===== src/hw/rtl/cdsc_pkg.sv =====
package cdsc_pkg;

	// field widths fixed by the stream format
	localparam int DAY_W    = 5;
	localparam int MONTH_W  = 4;
	localparam int YEAR_W   = 14;
	localparam int DCNT_W   = 22;
	localparam int MCNT_W   = 17;
	localparam int YCNT_W   = 14;

	// action codes
	localparam logic ACT_DIFF = 1'b0;
	localparam logic ACT_SUB  = 1'b1;

	// calendar constants
	localparam logic [MONTH_W-1:0] MON_JAN = 4'd1;
	localparam logic [MONTH_W-1:0] MON_FEB = 4'd2;
	localparam logic [MONTH_W-1:0] MON_APR = 4'd4;
	localparam logic [MONTH_W-1:0] MON_JUN = 4'd6;
	localparam logic [MONTH_W-1:0] MON_SEP = 4'd9;
	localparam logic [MONTH_W-1:0] MON_NOV = 4'd11;
	localparam logic [MONTH_W-1:0] MON_DEC = 4'd12;
	localparam logic [DAY_W-1:0]   DAY_ONE = 5'd1;

	// divisibility by 25: multiply by the inverse of 25 mod 2^16, then
	// the product is small exactly for multiples of 25
	localparam logic [15:0] INV25     = 16'd23593;
	localparam logic [15:0] DIV25_MAX = 16'd2621;

	typedef logic [YEAR_W-1:0] year_t;

	// year in the high bits so a plain compare orders dates
	typedef struct packed {
		logic [YEAR_W-1:0]  year;
		logic [MONTH_W-1:0] month;
		logic [DAY_W-1:0]   day;
	} date_t;

	// one classified request from front to back
	typedef struct packed {
		logic              act;
		logic              bad;
		date_t             first;
		date_t             last;
		logic [DCNT_W-1:0] days_back;
	} cmd_t;

	// one finished result
	typedef struct packed {
		logic [DCNT_W-1:0]  day_count;
		logic [MCNT_W-1:0]  month_crossings;
		logic [YCNT_W-1:0]  year_crossings;
		logic [DAY_W-1:0]   result_day;
		logic [MONTH_W-1:0] result_month;
		logic [YEAR_W-1:0]  result_year;
		logic               underflow;
		logic               bad_date;
	} result_t;

	typedef enum logic [1:0] {
		BK_IDLE,
		BK_RUN,
		BK_DONE
	} back_state_t;

	// Gregorian leap test: /4 and not /100, or /400
	function automatic logic is_leap(input logic [YEAR_W-1:0] y);
		logic [15:0] y16;
		logic [31:0] prod;
		logic        div25;
		y16   = 16'(y);
		prod  = 32'(y16) * 32'(INV25);
		div25 = (prod[15:0] <= DIV25_MAX);
		return (y16[1:0] == 2'd0) && (!div25 || (y16[3:0] == 4'd0));
	endfunction

	function automatic logic [DAY_W-1:0] month_len(input logic [MONTH_W-1:0] m,
			input logic leap);
		logic [DAY_W-1:0] len;
		case (m)
			MON_FEB: len = leap ? 5'd29 : 5'd28;
			MON_APR, MON_JUN, MON_SEP, MON_NOV: len = 5'd30;
			default: len = 5'd31;
		endcase
		return len;
	endfunction

endpackage


===== src/hw/rtl/cdsc_front.sv =====
module cdsc_front #(
	parameter int YEAR_BITS = 14
) (
	input  logic                              clk,
	input  logic                              arst_n,
	input  logic                              in_valid,
	output logic                              in_ready,
	input  logic                              action,
	input  cdsc_pkg::date_t                   start_date,
	input  cdsc_pkg::date_t                   target_date,
	input  logic [cdsc_pkg::DCNT_W-1:0]       days_back,
	output logic                              push,
	output cdsc_pkg::cmd_t                    cmd,
	input  logic                              q_full
);

	localparam int IN_YB = (YEAR_BITS < cdsc_pkg::YEAR_W) ? YEAR_BITS : cdsc_pkg::YEAR_W;
	localparam logic [cdsc_pkg::YEAR_W-1:0] YMASK =
		cdsc_pkg::YEAR_W'((32'd1 << IN_YB) - 32'd1);

	logic                        valid_s1;
	logic                        act_s1;
	cdsc_pkg::date_t             start_s1;
	cdsc_pkg::date_t             target_s1;
	logic [cdsc_pkg::DCNT_W-1:0] back_s1;
	logic                        sleap_s1;
	logic                        tleap_s1;

	cdsc_pkg::date_t             start_m;
	cdsc_pkg::date_t             target_m;
	logic                        start_ok;
	logic                        target_ok;
	logic                        swap;

	// years keep only the configured low bits
	always_comb begin
		start_m       = start_date;
		start_m.year  = start_date.year & YMASK;
		target_m      = target_date;
		target_m.year = target_date.year & YMASK;
	end

	assign in_ready = !valid_s1 || !q_full;
	assign push     = valid_s1 && !q_full;

	// stage 1: capture the transaction and the leap flags of both years
	always_ff @(posedge clk or negedge arst_n) begin
		if (!arst_n) begin
			valid_s1 <= 1'b0;
		end else if (in_ready) begin
			valid_s1 <= in_valid;
		end
	end

	always_ff @(posedge clk) begin
		if (in_valid && in_ready) begin
			act_s1    <= action;
			start_s1  <= start_m;
			target_s1 <= target_m;
			back_s1   <= days_back;
			sleap_s1  <= cdsc_pkg::is_leap(start_m.year);
			tleap_s1  <= cdsc_pkg::is_leap(target_m.year);
		end
	end

	// stage 2: check dates and put the dates of a difference request in order
	always_comb begin
		start_ok  = (start_s1.month inside {[cdsc_pkg::MON_JAN:cdsc_pkg::MON_DEC]})
			&& (start_s1.day != '0)
			&& (start_s1.day <= cdsc_pkg::month_len(start_s1.month, sleap_s1));
		target_ok = (target_s1.month inside {[cdsc_pkg::MON_JAN:cdsc_pkg::MON_DEC]})
			&& (target_s1.day != '0)
			&& (target_s1.day <= cdsc_pkg::month_len(target_s1.month, tleap_s1));
		swap      = (act_s1 == cdsc_pkg::ACT_DIFF) && (start_s1 > target_s1);

		cmd.act       = act_s1;
		cmd.bad       = !start_ok || ((act_s1 == cdsc_pkg::ACT_DIFF) && !target_ok);
		cmd.first     = swap ? target_s1 : start_s1;
		cmd.last      = swap ? start_s1 : target_s1;
		cmd.days_back = back_s1;
	end

endmodule


===== src/hw/rtl/cdsc_queue.sv =====
module cdsc_queue (
	input  logic           clk,
	input  logic           arst_n,
	input  logic           push,
	input  cdsc_pkg::cmd_t push_data,
	output logic           full,
	input  logic           pop,
	output cdsc_pkg::cmd_t pop_data,
	output logic           empty
);

	cdsc_pkg::cmd_t mem_q [2];
	logic           wptr_q;
	logic           rptr_q;
	logic [1:0]     count_q;

	assign full     = (count_q == 2'd2);
	assign empty    = (count_q == 2'd0);
	assign pop_data = mem_q[rptr_q];

	// pointers and fill level
	always_ff @(posedge clk or negedge arst_n) begin
		if (!arst_n) begin
			wptr_q  <= 1'b0;
			rptr_q  <= 1'b0;
			count_q <= 2'd0;
		end else begin
			if (push) begin
				wptr_q <= !wptr_q;
			end
			if (pop) begin
				rptr_q <= !rptr_q;
			end
			if (push && !pop) begin
				count_q <= count_q + 2'd1;
			end else if (pop && !push) begin
				count_q <= count_q - 2'd1;
			end
		end
	end

	// storage
	always_ff @(posedge clk) begin
		if (push) begin
			mem_q[wptr_q] <= push_data;
		end
	end

endmodule


===== src/hw/rtl/cdsc_back.sv =====
module cdsc_back (
	input  logic              clk,
	input  logic              arst_n,
	input  logic              q_empty,
	input  cdsc_pkg::cmd_t    q_data,
	output logic              pop,
	output logic              out_valid,
	input  logic              out_ready,
	output cdsc_pkg::result_t out_data
);

	cdsc_pkg::back_state_t       state_q;
	cdsc_pkg::back_state_t       state_d;

	logic                        act_q;
	logic                        bad_q;
	cdsc_pkg::date_t             cur_q;
	cdsc_pkg::date_t             end_q;
	logic [cdsc_pkg::DCNT_W-1:0] rem_q;
	logic [cdsc_pkg::DCNT_W-1:0] dcnt_q;
	logic [cdsc_pkg::MCNT_W-1:0] mcnt_q;
	logic [cdsc_pkg::YCNT_W-1:0] ycnt_q;
	logic                        uflow_q;
	logic                        out_valid_q;
	cdsc_pkg::result_t           out_q;

	logic                        leap;
	logic [cdsc_pkg::DAY_W-1:0]  mlen;
	logic [cdsc_pkg::DAY_W-1:0]  plen;
	logic [cdsc_pkg::MONTH_W-1:0] prev_mon;
	logic                        at_mend;
	logic                        at_yend;
	logic                        at_end;
	logic                        at_origin;
	logic                        rem_zero;
	logic                        run_done;
	cdsc_pkg::date_t             fwd;
	cdsc_pkg::date_t             bwd;
	logic                        slot_free;
	logic                        out_load;
	cdsc_pkg::result_t           res;

	// one calendar day forward or back per cycle
	always_comb begin
		leap      = cdsc_pkg::is_leap(cur_q.year);
		mlen      = cdsc_pkg::month_len(cur_q.month, leap);
		at_mend   = (cur_q.day == mlen);
		at_yend   = at_mend && (cur_q.month == cdsc_pkg::MON_DEC);

		fwd.day   = at_mend ? cdsc_pkg::DAY_ONE : cur_q.day + 5'd1;
		fwd.month = !at_mend ? cur_q.month
			: (at_yend ? cdsc_pkg::MON_JAN : cur_q.month + 4'd1);
		fwd.year  = at_yend ? cur_q.year + 14'd1 : cur_q.year;

		prev_mon  = (cur_q.month == cdsc_pkg::MON_JAN) ? cdsc_pkg::MON_DEC
			: cur_q.month - 4'd1;
		plen      = cdsc_pkg::month_len(prev_mon, leap);
		bwd.day   = (cur_q.day == cdsc_pkg::DAY_ONE) ? plen : cur_q.day - 5'd1;
		bwd.month = (cur_q.day == cdsc_pkg::DAY_ONE) ? prev_mon : cur_q.month;
		bwd.year  = ((cur_q.day == cdsc_pkg::DAY_ONE) && (cur_q.month == cdsc_pkg::MON_JAN))
			? cur_q.year - 14'd1 : cur_q.year;

		at_end    = (cur_q == end_q);
		at_origin = (cur_q.day == cdsc_pkg::DAY_ONE) && (cur_q.month == cdsc_pkg::MON_JAN)
			&& (cur_q.year == '0);
		rem_zero  = (rem_q == '0);
		run_done  = (act_q == cdsc_pkg::ACT_SUB) ? (rem_zero || at_origin) : at_end;
	end

	// next state
	always_comb begin
		state_d = state_q;
		case (state_q)
			cdsc_pkg::BK_IDLE: begin
				if (!q_empty) begin
					state_d = q_data.bad ? cdsc_pkg::BK_DONE : cdsc_pkg::BK_RUN;
				end
			end
			cdsc_pkg::BK_RUN: begin
				if (run_done) begin
					state_d = cdsc_pkg::BK_DONE;
				end
			end
			cdsc_pkg::BK_DONE: begin
				if (slot_free) begin
					state_d = cdsc_pkg::BK_IDLE;
				end
			end
			default: state_d = cdsc_pkg::BK_IDLE;
		endcase
	end

	// state outputs
	always_comb begin
		pop      = 1'b0;
		out_load = 1'b0;
		case (state_q)
			cdsc_pkg::BK_IDLE: pop      = !q_empty;
			cdsc_pkg::BK_DONE: out_load = slot_free;
			default: ;
		endcase
	end

	always_ff @(posedge clk or negedge arst_n) begin
		if (!arst_n) begin
			state_q <= cdsc_pkg::BK_IDLE;
		end else begin
			state_q <= state_d;
		end
	end

	// working registers
	always_ff @(posedge clk) begin
		if (pop) begin
			act_q   <= q_data.act;
			bad_q   <= q_data.bad;
			cur_q   <= q_data.first;
			end_q   <= q_data.last;
			rem_q   <= q_data.days_back;
			dcnt_q  <= '0;
			mcnt_q  <= '0;
			ycnt_q  <= '0;
			uflow_q <= 1'b0;
		end else if ((state_q == cdsc_pkg::BK_RUN) && !run_done) begin
			if (act_q == cdsc_pkg::ACT_SUB) begin
				cur_q <= bwd;
				rem_q <= rem_q - 22'd1;
			end else begin
				cur_q <= fwd;
				if (dcnt_q != '1) begin
					dcnt_q <= dcnt_q + 22'd1;
				end
				if (at_mend && (mcnt_q != '1)) begin
					mcnt_q <= mcnt_q + 17'd1;
				end
				if (at_yend && (ycnt_q != '1)) begin
					ycnt_q <= ycnt_q + 14'd1;
				end
			end
		end else if ((state_q == cdsc_pkg::BK_RUN) && (act_q == cdsc_pkg::ACT_SUB)
				&& !rem_zero) begin
			uflow_q <= 1'b1;
		end
	end

	// result assembly
	always_comb begin
		res                 = '0;
		res.bad_date        = bad_q;
		if (!bad_q) begin
			if (act_q == cdsc_pkg::ACT_SUB) begin
				res.result_day   = cur_q.day;
				res.result_month = cur_q.month;
				res.result_year  = cur_q.year;
				res.underflow    = uflow_q;
			end else begin
				res.day_count       = dcnt_q;
				res.month_crossings = mcnt_q;
				res.year_crossings  = ycnt_q;
			end
		end
	end

	// output register, frees the stepper while a result waits
	assign slot_free = !out_valid_q || out_ready;

	always_ff @(posedge clk or negedge arst_n) begin
		if (!arst_n) begin
			out_valid_q <= 1'b0;
		end else if (slot_free) begin
			out_valid_q <= out_load;
		end
	end

	always_ff @(posedge clk) begin
		if (out_load) begin
			out_q <= res;
		end
	end

	assign out_valid = out_valid_q;
	assign out_data  = out_q;

endmodule


===== src/hw/rtl/calendar_day_step_counter.sv =====
// Gregorian date engine. Each input transaction is either a difference request
// (tuser 0: days, month boundaries and year boundaries between start and target,
// in either order) or a subtract request (tuser 1: start date moved back by
// days_back, clamped at 1-1-0 with underflow). Invalid dates give bad_date and
// zero results. Only the low YEAR_BITS bits of the year fields are used. The
// stepper walks one calendar day per clock over the span in days (difference)
// or over days_back (subtract, fewer if it stops at 1-1-0); bad dates skip the
// stepping and go straight to the result. A two-deep request
// queue sits in front of the stepper and a result register behind it, so new
// requests are taken while one is stepping or its result waits.
module calendar_day_step_counter #(
	parameter int YEAR_BITS = 14
) (
	input  logic        clk,
	input  logic        arst_n,
	input  logic        s_axis_tvalid,
	output logic        s_axis_tready,
	// start_day, start_month, start_year, target_day, target_month,
	// target_year, days_back, zero pad
	input  logic [71:0] s_axis_tdata,
	// action
	input  logic        s_axis_tuser,
	output logic        m_axis_tvalid,
	input  logic        m_axis_tready,
	// day_count, month_crossings, year_crossings, result_day, result_month,
	// result_year, zero pad
	output logic [79:0] m_axis_tdata,
	// underflow, bad_date
	output logic [1:0]  m_axis_tuser
);

	cdsc_pkg::date_t   start_date;
	cdsc_pkg::date_t   target_date;
	logic              push;
	logic              q_full;
	logic              q_empty;
	logic              pop;
	cdsc_pkg::cmd_t    push_cmd;
	cdsc_pkg::cmd_t    pop_cmd;
	cdsc_pkg::result_t res;

	// unpack the request
	always_comb begin
		start_date.day    = s_axis_tdata[4:0];
		start_date.month  = s_axis_tdata[8:5];
		start_date.year   = s_axis_tdata[22:9];
		target_date.day   = s_axis_tdata[27:23];
		target_date.month = s_axis_tdata[31:28];
		target_date.year  = s_axis_tdata[45:32];
	end

	cdsc_front #(
		.YEAR_BITS(YEAR_BITS)
	) u_front (
		.clk        (clk),
		.arst_n     (arst_n),
		.in_valid   (s_axis_tvalid),
		.in_ready   (s_axis_tready),
		.action     (s_axis_tuser),
		.start_date (start_date),
		.target_date(target_date),
		.days_back  (s_axis_tdata[67:46]),
		.push       (push),
		.cmd        (push_cmd),
		.q_full     (q_full)
	);

	cdsc_queue u_queue (
		.clk      (clk),
		.arst_n   (arst_n),
		.push     (push),
		.push_data(push_cmd),
		.full     (q_full),
		.pop      (pop),
		.pop_data (pop_cmd),
		.empty    (q_empty)
	);

	cdsc_back u_back (
		.clk      (clk),
		.arst_n   (arst_n),
		.q_empty  (q_empty),
		.q_data   (pop_cmd),
		.pop      (pop),
		.out_valid(m_axis_tvalid),
		.out_ready(m_axis_tready),
		.out_data (res)
	);

	// pack the result
	assign m_axis_tdata = {4'd0, res.result_year, res.result_month, res.result_day,
		res.year_crossings, res.month_crossings, res.day_count};
	assign m_axis_tuser = {res.bad_date, res.underflow};

`ifndef NO_ASSERTIONS
	// a bad date carries nothing else
	a_bad_clean: assert property (@(posedge clk) disable iff (!arst_n)
		(m_axis_tvalid && m_axis_tuser[1]) |-> (m_axis_tdata == '0) && !m_axis_tuser[0])
		else $error("bad_date result with nonzero fields");

	// underflow clamps to the first day of year 0
	a_uflow_origin: assert property (@(posedge clk) disable iff (!arst_n)
		(m_axis_tvalid && m_axis_tuser[0]) |-> (res.result_day == cdsc_pkg::DAY_ONE)
			&& (res.result_month == cdsc_pkg::MON_JAN) && (res.result_year == '0))
		else $error("underflow result is not 1-1-0");

	// a subtract result never carries difference counts
	a_modes_apart: assert property (@(posedge clk) disable iff (!arst_n)
		(m_axis_tvalid && (res.result_month != '0)) |-> (res.day_count == '0)
			&& (res.month_crossings == '0) && (res.year_crossings == '0))
		else $error("result date and counts both set");
`endif

endmodule

===== config.mk =====
export PLATFORM = sky130hd
export DESIGN_NAME = calendar_day_step_counter
export DESIGN_NICKNAME = d
export VERILOG_FILES = /design/src/hw/rtl/cdsc_pkg.sv /design/src/hw/rtl/cdsc_front.sv /design/src/hw/rtl/cdsc_queue.sv /design/src/hw/rtl/cdsc_back.sv /design/src/hw/rtl/calendar_day_step_counter.sv
export SDC_FILE = /design/constraint.sdc
export NUM_CORES = 1
export LEC_CHECK = 0
export BUFFER_PORTS_ARGS = -buffer_cell sky130_fd_sc_hd__buf_2
export CAP_MARGIN = 20
export CORE_MARGIN = 2
export CORE_UTILIZATION = 62
export DETAILED_ROUTE_END_ITERATION = 8
export GPL_TIMING_DRIVEN = 0
export MAX_ROUTING_LAYER = met4
export PLACE_DENSITY = 0.81
export SKIP_CTS_REPAIR_TIMING = 1
export SLEW_MARGIN = 20
export SYNTH_ARGS = -nofsm -noshare
export SYNTH_HDL_FRONTEND = slang
export SYNTH_SLANG_ARGS = --single-unit

===== constraint.sdc =====
create_clock -name clk -period 7.7 [get_ports clk]
set_clock_uncertainty 0.05 [all_clocks]
set_input_delay 0.77 -clock clk [delete_from_list [all_inputs] [get_ports clk]]
set_output_delay 0.77 -clock clk [all_outputs]
set_load 0.1 [all_outputs]

==> results.yml, run 1 <==
grt:
  grt.total_usage: 0.301
  grt_pass1_vias: 17976
  grt_antenna_before_repair: 0
  grtUsageMet2: 0.499
  global_route.overflow_total: 0
  maximum_number_of_pins_on_one_net_before_global_route_repair: 61
  grt_pass1_wl_um: 94300
  grt_most_used_layer: "met2"
  grtUsageMet1: 0.369
  met3_usage: 0.0415
sta:
  final_min_period_over_clock_period: 0.840
  worst_slew_margin_rel: 0.284
  fmax_mhz: 155
  post-route-min-period_ps: 6470
  setup_tns_ps: 0
  grt_setup_unrepaired: "no"
  timing.final.max_slew_violations: 0
  max_slew.worst_pin.slew_ps: 1070
  number_of_failing_setup_endpoints_in_the_final_timing_report: 0
  hold_slack_ps: 323
  final_hold_violation_count: 0
detailed_routing:
  via_count: 17736
  avgViaCountPerCell: 6.05
  detail_route.wl_per_cell_um: 20.2
  drtIter0Drc: 1394
  totalWireLength_um: 59300
  number_of_nets_with_antenna_violations_after_routing: 0
  first_pass_iters: 5
  remaining_drc_errors: 0
clocking:
  ctsLongestPathBuffers: 3
  clock_buffers_created_by_tritoncts: 42
  clock_tree.htree_level_count: 2
  clkTransAtPathRegs_ps: 60
  cts.root.buffer_cell: "sky130_fd_sc_hd__clkbuf_16"
  tritoncts: "yes"
  clkSinkCount: 421
  clk_latency_ps: 570
yosys:
  arithmetic_cell_share_of_the_synthesized_area_counting_full_adders_half_adders_and_majority_gates: 0.150
  post_synth_xor_area_fraction: 0.0466
  post_synth_main_area_contributors: "sky130_fd_sc_hd__edfxtp_1 (44%), sky130_fd_sc_hd__ha_1 (11%), sky130_fd_sc_hd__dfxtp_1 (4.4%)"
  ys_async_sr_fraction: 0.0190
  postSynthRegisterBits: 421
  ys_seq_area_frac: 0.490
  synth_simple_gate_area_frac: 0.134
  post_synthesis_instance_area_sq_um: 24600
  share_of_the_synthesized_area_in_compound_gates_ao_oa_aoi_oai: 0.103
  synth_warnings: 0
  synthDistinctLibCells: 82
  multiplexer_share_of_the_synthesized_area: 0.0299
  number_of_synthesized_flops_with_an_enable_pin: 359
  cell_type_with_the_highest_aggregate_area_in_the_netlist: "sky130_fd_sc_hd__edfxtp_1"
  largest_family_of_logic_cells_by_synthesized_area: "adder cells"
  dominantRegCellSynth: "sky130_fd_sc_hd__edfxtp_1"
  post_synth_inst_count: 2171
  yosysTopAreaCellShare: 0.438
  syn_area_per_cell_sq_um: 11.3
die:
  std_cell_rows: 72
  initial_utilization: 0.632
  chipWidth_um: 203
  io-pin-count: 161
  dieArea_sq_um: 41300
  die_outline_height_um: 203
  fp.coreArea_sq_um: 38900
cells_and_area:
  num-nets-final: 2719
  antennaDiodeCount: 0
  drive_gt1_frac: 0.121
  area_growth_pct: 12.0
  finalCoreUtilization: 0.708
  post-route-cell-area_sq_um: 27500
critical_path:
  crit_end: "u_back.cur_q[19]"
  cp_delay_by_family_top: "adder cells"
  ff2ff_setup_slack_ps: 1230
  crit_path_start_kind: "register"
  worst_r2r_endpoint: "u_back.cur_q[19]"
  timing.critical_path.arrival_ps: 6680
  worst-r2r-cell-count: 21
  crit_required_ps: 7910
  worstPathCellList: "inv_1 > fa_1 > inv_1 > ha_1 > ha_1 > inv_1 > fa_1 > inv_1 > fa_1 > fa_1 > ha_1 > xnor2_1 > nand2_1 > mux2i_1 > o21ai_0 > o31ai_4 > nand3_2 > buf_6 > o31a_2 > o21ai_2 > buf_6"
  regToRegStartpoint: "u_back.cur_q[11]"
  setup.worst_path.end_class: "register"
  setup.worst_path.class: "reg2reg"
  path_buf_inv: 6
  critical-path-slowest-cell: "sky130_fd_sc_hd__edfxtp_1"
  critPathMaxFanout: 14
  timing.critical_path.depth: 21
  timing.critical_path.from: "u_back.cur_q[11]"
  timing.critical_path.slowest_cell_delay_ps: 600
outcome:
  run_status: "finished, final reports clean"
place:
  dp.final_hpwl_um: 45100
  io_buffer_count: 152
  place_congestion: 0.965
  placed_cell_area_sq_um: 26200
worst_hold_path:
  worst_hold_path_type: "in2reg"
flow_run:
  max-cap-violations: 0
-- synthesized netlist by cell type (42+ instances only) --
library cell / count
sky130_fd_sc_hd__o21ai_0: 50
sky130_fd_sc_hd__xnor2_1: 72
sky130_fd_sc_hd__edfxtp_1: 359
sky130_fd_sc_hd__inv_1: 180
sky130_fd_sc_hd__fa_1: 52
sky130_fd_sc_hd__a311o_1: 47
sky130_fd_sc_hd__a21oi_1: 69
sky130_fd_sc_hd__clkbuf_1: 88
sky130_fd_sc_hd__nand3_1: 135
sky130_fd_sc_hd__ha_1: 211
sky130_fd_sc_hd__and2_1: 72
sky130_fd_sc_hd__nor2_1: 114
sky130_fd_sc_hd__dfxtp_1: 54
sky130_fd_sc_hd__nand2_1: 121
sky130_fd_sc_hd__o211ai_1: 60
sky130_fd_sc_hd__xor2_1: 59
sky130_fd_sc_hd__mux2i_1: 42
-- layout by cell type (no fill, tap or decap), types with 25 or more instances in the layout --
| cell | synthesis | layout |
|---|---|---|
| sky130_fd_sc_hd__a21oi_1 | 69 | 69 |
| sky130_fd_sc_hd__a311o_1 | 47 | 47 |
| sky130_fd_sc_hd__and2_1 | 72 | 71 |
| sky130_fd_sc_hd__buf_2 | 4 | 156 |
| sky130_fd_sc_hd__clkbuf_1 | 88 | 96 |
| sky130_fd_sc_hd__clkbuf_16 | 0 | 42 |
| sky130_fd_sc_hd__dfxtp_1 | 54 | 54 |
| sky130_fd_sc_hd__edfxtp_1 | 359 | 359 |
| sky130_fd_sc_hd__fa_1 | 52 | 52 |
| sky130_fd_sc_hd__ha_1 | 211 | 211 |
| sky130_fd_sc_hd__inv_1 | 180 | 180 |
| sky130_fd_sc_hd__mux2_2 | 28 | 28 |
| sky130_fd_sc_hd__mux2i_1 | 42 | 42 |
| sky130_fd_sc_hd__nand2_1 | 121 | 121 |
| sky130_fd_sc_hd__nand2b_1 | 25 | 25 |
| sky130_fd_sc_hd__nand3_1 | 135 | 135 |
| sky130_fd_sc_hd__nor2_1 | 114 | 113 |
| sky130_fd_sc_hd__nor3_1 | 31 | 31 |
| sky130_fd_sc_hd__nor4_1 | 41 | 41 |
| sky130_fd_sc_hd__o211ai_1 | 60 | 60 |
| sky130_fd_sc_hd__o21ai_0 | 50 | 48 |
| sky130_fd_sc_hd__xnor2_1 | 72 | 72 |
| sky130_fd_sc_hd__xor2_1 | 59 | 59 |
-- worst reg2reg max path: stages, from the launching register on --
cell and delay [ps]:
sky130_fd_sc_hd__edfxtp_1 600, sky130_fd_sc_hd__inv_1 190, sky130_fd_sc_hd__fa_1 560, sky130_fd_sc_hd__inv_1 40
sky130_fd_sc_hd__ha_1 290, sky130_fd_sc_hd__ha_1 280, sky130_fd_sc_hd__inv_1 50, sky130_fd_sc_hd__fa_1 490
sky130_fd_sc_hd__inv_1 60, sky130_fd_sc_hd__fa_1 570, sky130_fd_sc_hd__fa_1 440, sky130_fd_sc_hd__ha_1 370
sky130_fd_sc_hd__xnor2_1 190, sky130_fd_sc_hd__nand2_1 80, sky130_fd_sc_hd__mux2i_1 110, sky130_fd_sc_hd__o21ai_0 370
sky130_fd_sc_hd__o31ai_4 430, sky130_fd_sc_hd__nand3_2 160, sky130_fd_sc_hd__buf_6 170, sky130_fd_sc_hd__o31a_2 350
sky130_fd_sc_hd__o21ai_2 130, sky130_fd_sc_hd__buf_6 200
-- cells by family (layout without fill, tap and decap cells) --
kind of cell | Yosys count | in the layout
adder cells (fa/ha/maj) | 263 | 263
flip-flops | 421 | 421
buffers and inverters | 289 | 528
AO/OA/AOI/OAI | 354 | 354
XOR/XNOR | 131 | 131
AND/OR/NAND/NOR | 642 | 642
other | 1 | 4
multiplexers | 70 | 70
-- final cells by class --
cell class / count / area, sq um
buffer: 108 / 457
clock buffer: 52 / 1100
clock inverter: 26 / 210
fill: 2849 / 11400
inverter: 181 / 679
multi-input combinational: 1464 / 11500
sequential: 421 / 12100
tap: 518 / 648
timing repair buffer: 161 / 937
-- state kept, by name, summed over array words and instances, names as in the netlist, 2 cells and up --
| signal | flops |
|---|---|
| u_back.cur_q | 23 |
| u_back.dcnt_q | 22 |
| u_back.end_q | 23 |
| u_back.mcnt_q | 17 |
| u_back.out_data | 78 |
| u_back.rem_q | 22 |
| u_back.state_q | 2 |
| u_back.ycnt_q | 14 |
| u_front.back_s1 | 22 |
| u_front.start_s1 | 23 |
| u_front.target_s1 | 23 |
| u_queue.count_q | 2 |
| u_queue.mem_q | 140 |
-- metal layers --
| layer | routed length (um) | vias to the layer above |
|---|---|---|
| met2 | 28900 | 659 |
| li1 | - | 8383 |
| met3 | 3380 | 160 |
| met1 | 24300 | 8534 |
| met4 | 2720 | 0 |
| met5 | 0 | - |
-- how the worst min path moves through the flow --
stage,from,endpoint,slack [ps],cells after the start
finish,s_axis_tdata[3],u_front.start_s1[3],320,1
global route,s_axis_tdata[25],u_front.target_s1[2],300,1
CTS,arst_n,u_back.out_valid,-30,1
detailed placement,u_front.back_s1[15],u_queue.mem_q[1][15],380,0
global placement,u_front.back_s1[20],u_queue.mem_q[0][20],380,0
floorplan,u_front.back_s1[0],u_queue.mem_q[0][0],370,0
-- metrics by stage --
stage               worst slack (ps)  cells
floorplan                       1270   2174
global placement               -39.8   2844
detailed placement              1250   2852
CTS                             1240   2930
global route                     958   2931
finish                          1230   2931
Power of run 1 is not shown: default switching activity piles up to over one toggle a cycle in this logic, so the estimate is an artifact.
==> inputs of run 2 (changes only) <==
==> constraint.sdc (replaced) <==
create_clock -name clk -period 6.15 [get_ports clk]
set_clock_uncertainty 0.05 [all_clocks]
set_input_delay 0.615 -clock clk [delete_from_list [all_inputs] [get_ports clk]]
set_output_delay 0.615 -clock clk [all_outputs]
set_load 0.1 [all_outputs]
==> run 2 against run 1 <==
  * Register-to-register slack got worse by 1100 ps
  * Worst hold slack got worse by 160 ps
  * Count of clock-buffer cells in the layout is the same
  * Global-route usage grew 0.34 points
  * Critical endpoint is now u_back.cur_q[21]
==> results.yml, run 2 (synthesis results as in run 1) <==
clocking:
  ctsLongestPathBuffers: 3
  clk_latency_ps: 580
  cts.root.buffer_cell: "sky130_fd_sc_hd__clkbuf_16"
  clock_buffers_created_by_tritoncts: 42
  tritoncts: "yes"
  clkSinkCount: 421
  clock_tree.htree_level_count: 2
  clkTransAtPathRegs_ps: 60
sta:
  fmax_mhz: 166
  number_of_failing_setup_endpoints_in_the_final_timing_report: 0
  timing.final.max_slew_violations: 0
  worst_slew_margin_rel: 0.252
  post-route-min-period_ps: 6040
  max_slew.worst_pin.slew_ps: 1110
  final_hold_violation_count: 0
  final_min_period_over_clock_period: 0.982
worst_hold_path:
  worst_hold_path_type: "in2reg"
detailed_routing:
  detail_route.wl_per_cell_um: 20.4
  avgViaCountPerCell: 6.11
  first_pass_iters: 7
  remaining_drc_errors: 0
  drtIter0Drc: 1291
  via_count: 17959
  totalWireLength_um: 60000
  number_of_nets_with_antenna_violations_after_routing: 0
critical_path:
  setup.worst_path.class: "reg2reg"
  timing.critical_path.arrival_ps: 6260
  crit_path_start_kind: "register"
  critPathMaxFanout: 14
  crit_required_ps: 6380
  setup.worst_path.end_class: "register"
die:
  std_cell_rows: 72
  die_outline_height_um: 203
  dieArea_sq_um: 41300
  chipWidth_um: 203
  fp.coreArea_sq_um: 38900
  io-pin-count: 161
  initial_utilization: 0.632
cells_and_area:
  seqCellArea_sq_um: 12100
  drive_gt1_frac: 0.124
  mostFrequentLayoutCells: "sky130_fd_sc_hd__edfxtp_1 (359), sky130_fd_sc_hd__ha_1 (211), sky130_fd_sc_hd__inv_1 (180), sky130_fd_sc_hd__buf_2 (156), sky130_fd_sc_hd__nand3_1 (135)"
  filler_cell_count: 2767
  antennaDiodeCount: 0
  area_growth_pct: 12.7
  largest_reg_flops: 140
  area_taken_by_multi_input_logic_gates_sq_um: 11500
  finalCoreUtilization: 0.713
  num-nets-final: 2728
  final_common_cell: "sky130_fd_sc_hd__edfxtp_1"
  regMostFlops: "u_queue.mem_q"
grt:
  grt_pass1_vias: 17820
  maximum_number_of_pins_on_one_net_before_global_route_repair: 61
  grt.total_usage: 0.304
  grt_pass1_wl_um: 95200
  global_route.overflow_total: 0
  grt_antenna_before_repair: 0
place:
  place_congestion: 0.980
  io_buffer_count: 152
  dp.final_hpwl_um: 44900
outcome:
  run_status: "finished, final reports clean"
flow_run:
  max-cap-violations: 0
-- run 2: changes by cell type in the layout (fill, tap and decap cells not counted), moves of 2 or more --
cell	before	now
sky130_fd_sc_hd__buf_16	2	4
sky130_fd_sc_hd__buf_4	5	12
sky130_fd_sc_hd__bufinv_16	2	5
sky130_fd_sc_hd__clkinv_1	7	10
sky130_fd_sc_hd__clkinv_2	9	6
sky130_fd_sc_hd__clkinv_4	1	3
sky130_fd_sc_hd__clkinvlp_4	3	1
sky130_fd_sc_hd__inv_6	4	1
-- run 2: worst paths after layout --
path | from | end | slack, ps | depth (start not counted)
setup / recovery | u_back.cur_q[18] | u_back.cur_q[21] | 110 | 20
hold / removal | s_axis_tdata[62] | u_front.back_s1[16] | 160 | 1
setup reg to reg | u_back.cur_q[18] | u_back.cur_q[21] | 110 | 20
hold reg to reg | u_front.back_s1[20] | u_queue.mem_q[0][20] | 390 | 0
max in group asynchronous | arst_n | u_queue.count_q[1] | 5540 | 2
min in group asynchronous | arst_n | u_queue.rptr_q | 340 | 2
-- run 2: worst max-delay path, cell delays in order, from the launching register on --
cell	delay [ps]
sky130_fd_sc_hd__edfxtp_1	560
sky130_fd_sc_hd__ha_1	370
sky130_fd_sc_hd__inv_1	50
sky130_fd_sc_hd__fa_1	500
sky130_fd_sc_hd__inv_1	60
sky130_fd_sc_hd__fa_1	470
sky130_fd_sc_hd__ha_1	290
sky130_fd_sc_hd__inv_1	50
sky130_fd_sc_hd__fa_1	500
sky130_fd_sc_hd__inv_1	50
sky130_fd_sc_hd__ha_1	330
sky130_fd_sc_hd__nand3_1	90
sky130_fd_sc_hd__or3_4	340
sky130_fd_sc_hd__and3b_1	180
sky130_fd_sc_hd__o21ai_1	570
sky130_fd_sc_hd__or4_4	290
sky130_fd_sc_hd__nand3_2	110
sky130_fd_sc_hd__buf_6	170
sky130_fd_sc_hd__o31a_2	360
sky130_fd_sc_hd__o21ai_4	170
sky130_fd_sc_hd__buf_12	170
-- run 2: routing by layer --
metal | GRT usage | part of all wire
met5 | - | 0
met4 | 0.115 | 0.038
met3 | 0.0407 | 0.067
met2 | 0.504 | 0.49
met1 | 0.384 | 0.41
-- run 2: cell type report --
cell class | instances | share of cell area
Sequential cell | 421 | 0.435
Timing Repair Buffer | 170 | 0.0374
Multi-Input combinational cell | 1464 | 0.413
Clock inverter | 26 | 0.00997
Tap cell | 518 | 0.0234
Inverter | 181 | 0.0245
Clock buffer | 52 | 0.0400
Buffer | 108 | 0.0165
-- run 2: per-stage QoR --
step | worst slack [ps] | setup TNS [ps] | cells | cell area [sq um] | hold slack, ps
2_1_floorplan | 102 | 0 | 2174 | 24600 | 269
5_1_grt | -7.62 | -49.2 | 2940 | 27700 | 144
3_3_place_gp | -991 | -14460 | 2844 | 26000 | 377
6_report | 111 | 0 | 2940 | 27700 | 161
3_5_place_dp | -747 | -13000 | 2853 | 26200 | 380
4_1_cts | -755 | -13110 | 2931 | 27600 | -199
Power of run 2 is left out for the same reason.
==> inputs of run 3 (changes only) <==
--- a/config.mk
+++ b/config.mk
@@ -5,6 +5,7 @@
 export SDC_FILE = /design/constraint.sdc
 export NUM_CORES = 1
 export LEC_CHECK = 0
+export ABC_AREA = 1
 export BUFFER_PORTS_ARGS = -buffer_cell sky130_fd_sc_hd__buf_2
 export CAP_MARGIN = 20
 export CORE_MARGIN = 2
==> run 3 against run 2 <==
  * Register-to-register slack improved by 160 ps
  * Maximum frequency increased by 2.7%
  * Via count increased by 0.51%
  * Area after synthesis decreased by 2.8%
  * Critical path depth increased by 6
  * Synthesized cell count increased by 13%
  * Cell area decreased by 2.0%
  * Critical endpoint is now u_back.cur_q[16]
  * Largest cell class unchanged
==> results.yml, run 3 <==
clocking:
  clkTransAtPathRegs_ps: 60
  ctsLongestPathBuffers: 3
  tritoncts: "yes"
  clkSinkCount: 421
  clk_latency_ps: 570
  clock_tree.htree_level_count: 2
  clock_buffers_created_by_tritoncts: 43
  cts.root.buffer_cell: "sky130_fd_sc_hd__clkbuf_16"
critical_path:
  crit_required_ps: 6350
  setup.worst_path.class: "reg2reg"
  setup.worst_path.end_class: "register"
  worst-r2r-cell-count: 26
  critical-path-slowest-cell: "sky130_fd_sc_hd__fa_1"
  crit_path_start_kind: "register"
  worst_r2r_endpoint: "u_back.cur_q[16]"
  critPathMaxFanout: 7
  ff2ff_setup_slack_ps: 270
  timing.critical_path.slowest_cell_delay_ps: 560
  cp_delay_by_family_top: "adder cells"
  timing.critical_path.arrival_ps: 6090
  path_buf_inv: 6
  regToRegStartpoint: "u_back.cur_q[11]"
  timing.critical_path.mode_cell: "sky130_fd_sc_hd__inv_1"
sta:
  setup_tns_ps: 0
  post-route-min-period_ps: 5880
  max_slew.worst_pin.slew_ps: 931
  final_hold_violation_count: 0
  worst_slew_margin_rel: 0.379
  fmax_mhz: 170
  timing.final.max_slew_violations: 0
  number_of_failing_setup_endpoints_in_the_final_timing_report: 0
  final_min_period_over_clock_period: 0.956
  grt_setup_unrepaired: "no"
  hold_slack_ps: 177
grt:
  grt_antenna_before_repair: 0
  grt_pass1_vias: 17598
  global_route.overflow_total: 0
  grt.total_usage: 0.287
  maximum_number_of_pins_on_one_net_before_global_route_repair: 67
  grt_pass1_wl_um: 89300
die:
  std_cell_rows: 71
  dieArea_sq_um: 40200
  chipWidth_um: 200
  fp.coreArea_sq_um: 37800
  initial_utilization: 0.632
  die_outline_height_um: 200
  io-pin-count: 161
place:
  place_congestion: 0.939
  io_buffer_count: 152
  placed_cell_area_sq_um: 25600
  dp.final_hpwl_um: 42500
cells_and_area:
  filler_cell_count: 2748
  drive_gt1_frac: 0.106
  final_common_cell: "sky130_fd_sc_hd__nand2_1"
  antennaDiodeCount: 0
  regMostFlops: "u_queue.mem_q"
  largest_reg_flops: 140
  num-nets-final: 3006
  seqCellArea_sq_um: 12100
  post-route-cell-area_sq_um: 27200
  mostFrequentLayoutCells: "sky130_fd_sc_hd__nand2_1 (487), sky130_fd_sc_hd__edfxtp_1 (359), sky130_fd_sc_hd__inv_1 (345), sky130_fd_sc_hd__nor2_1 (237), sky130_fd_sc_hd__ha_1 (210)"
  area_growth_pct: 13.6
  area_taken_by_multi_input_logic_gates_sq_um: 10300
detailed_routing:
  remaining_drc_errors: 0
  avgViaCountPerCell: 5.62
  via_count: 18051
  number_of_nets_with_antenna_violations_after_routing: 0
  totalWireLength_um: 55700
  first_pass_iters: 6
  detail_route.wl_per_cell_um: 17.4
  drtIter0Drc: 1389
yosys:
  yosysTopAreaCellShare: 0.451
  synth.most_common_cell: "sky130_fd_sc_hd__nand2_1"
  ys_seq_area_frac: 0.504
  synthDistinctLibCells: 58
  ys_async_sr_fraction: 0.0190
  dominantRegCellSynth: "sky130_fd_sc_hd__edfxtp_1"
  post_synth_inst_count: 2445
  cell_type_with_the_highest_aggregate_area_in_the_netlist: "sky130_fd_sc_hd__edfxtp_1"
  syn_area_per_cell_sq_um: 9.78
  synth.cells.most_frequent: "sky130_fd_sc_hd__nand2_1 (489), sky130_fd_sc_hd__edfxtp_1 (359), sky130_fd_sc_hd__inv_1 (347), sky130_fd_sc_hd__nor2_1 (240), sky130_fd_sc_hd__ha_1 (211)"
  number_of_synthesized_flops_with_an_enable_pin: 359
  post_synth_main_area_contributors: "sky130_fd_sc_hd__edfxtp_1 (45%), sky130_fd_sc_hd__ha_1 (11%), sky130_fd_sc_hd__nand2_1 (7.7%)"
  post_synthesis_instance_area_sq_um: 23900
  postSynthRegisterBits: 421
  synth_warnings: 0
outcome:
  run_status: "finished, final reports clean"
worst_hold_path:
  hold_path_end: "u_front.back_s1[2]"
  min-delay-start: "s_axis_tdata[48]"
  holdPathStages: 1
  worst_hold_path_type: "in2reg"
flow_run:
  max-cap-violations: 0
## run 3: cell types whose count changed after synthesis, sizes merged, moves of 40 or more
cell	previous run	this run
nand2	121	489
inv	180	350
nor2	114	244
and2	72	2
o211ai	60	3
a311o	47	0
nand3	137	93
a21oi	69	112
clkbuf	88	48
## run 3: per-layer routing
| metal | global-route usage | part of all wire | vias up |
|---|---|---|---|
| li1 | - | - | 8656 |
| met1 | 0.367 | 0.41 | 8465 |
| met2 | 0.476 | 0.48 | 769 |
| met3 | 0.0346 | 0.071 | 161 |
| met4 | 0.105 | 0.034 | 0 |
| met5 | - | 0 | - |
## run 3: per-stage QoR
step                setup WS [ps]  utilization  instances
finish                        268        0.718       3211
global route                 12.0        0.718       3211
CTS                          -834        0.714       3199
detailed placement           -824        0.676       3120
global placement             -716        0.669       3111
floorplan                     466            -       2448
## run 3: cell type report
type | instances | area share
sequential | 421 | 0.444
timing repair buffer | 172 | 0.0389
tap | 511 | 0.0235
multi-input combinational | 1609 | 0.380
inverter | 352 | 0.0487
buffer | 67 | 0.0111
clock buffer | 59 | 0.0457
clock inverter | 20 | 0.00774
## run 3: how the worst max path moves through the flow
stage | depth (start not counted) | from | slack, ps | endpoint
final | 26 | u_back.cur_q[11] | 270 | u_back.cur_q[16]
after global routing | 27 | u_back.cur_q[11] | 10 | u_back.cur_q[16]
after CTS | 26 | u_back.cur_q[11] | -830 | u_back.cur_q[16]
after detailed placement | 26 | u_back.cur_q[11] | -820 | u_back.cur_q[16]
after global placement | 26 | u_back.cur_q[11] | -720 | u_back.cur_q[16]
after floorplan | 26 | u_back.cur_q[11] | 470 | u_back.cur_q[10]
## run 3: kinds of logic (layout without fill, tap and decap cells)
family	count (synthesis)	after routing	synth area share
simple gates	965	966	0.170
flops	421	421	0.504
buf+inv	419	670	0.0676
compound gates	274	274	0.0654
fa+ha+maj	263	263	0.154
xor+xnor	98	98	0.0365
mux	4	4	0.00167
other cells	1	4	0.000157
Power of run 3 is left out for the same reason.
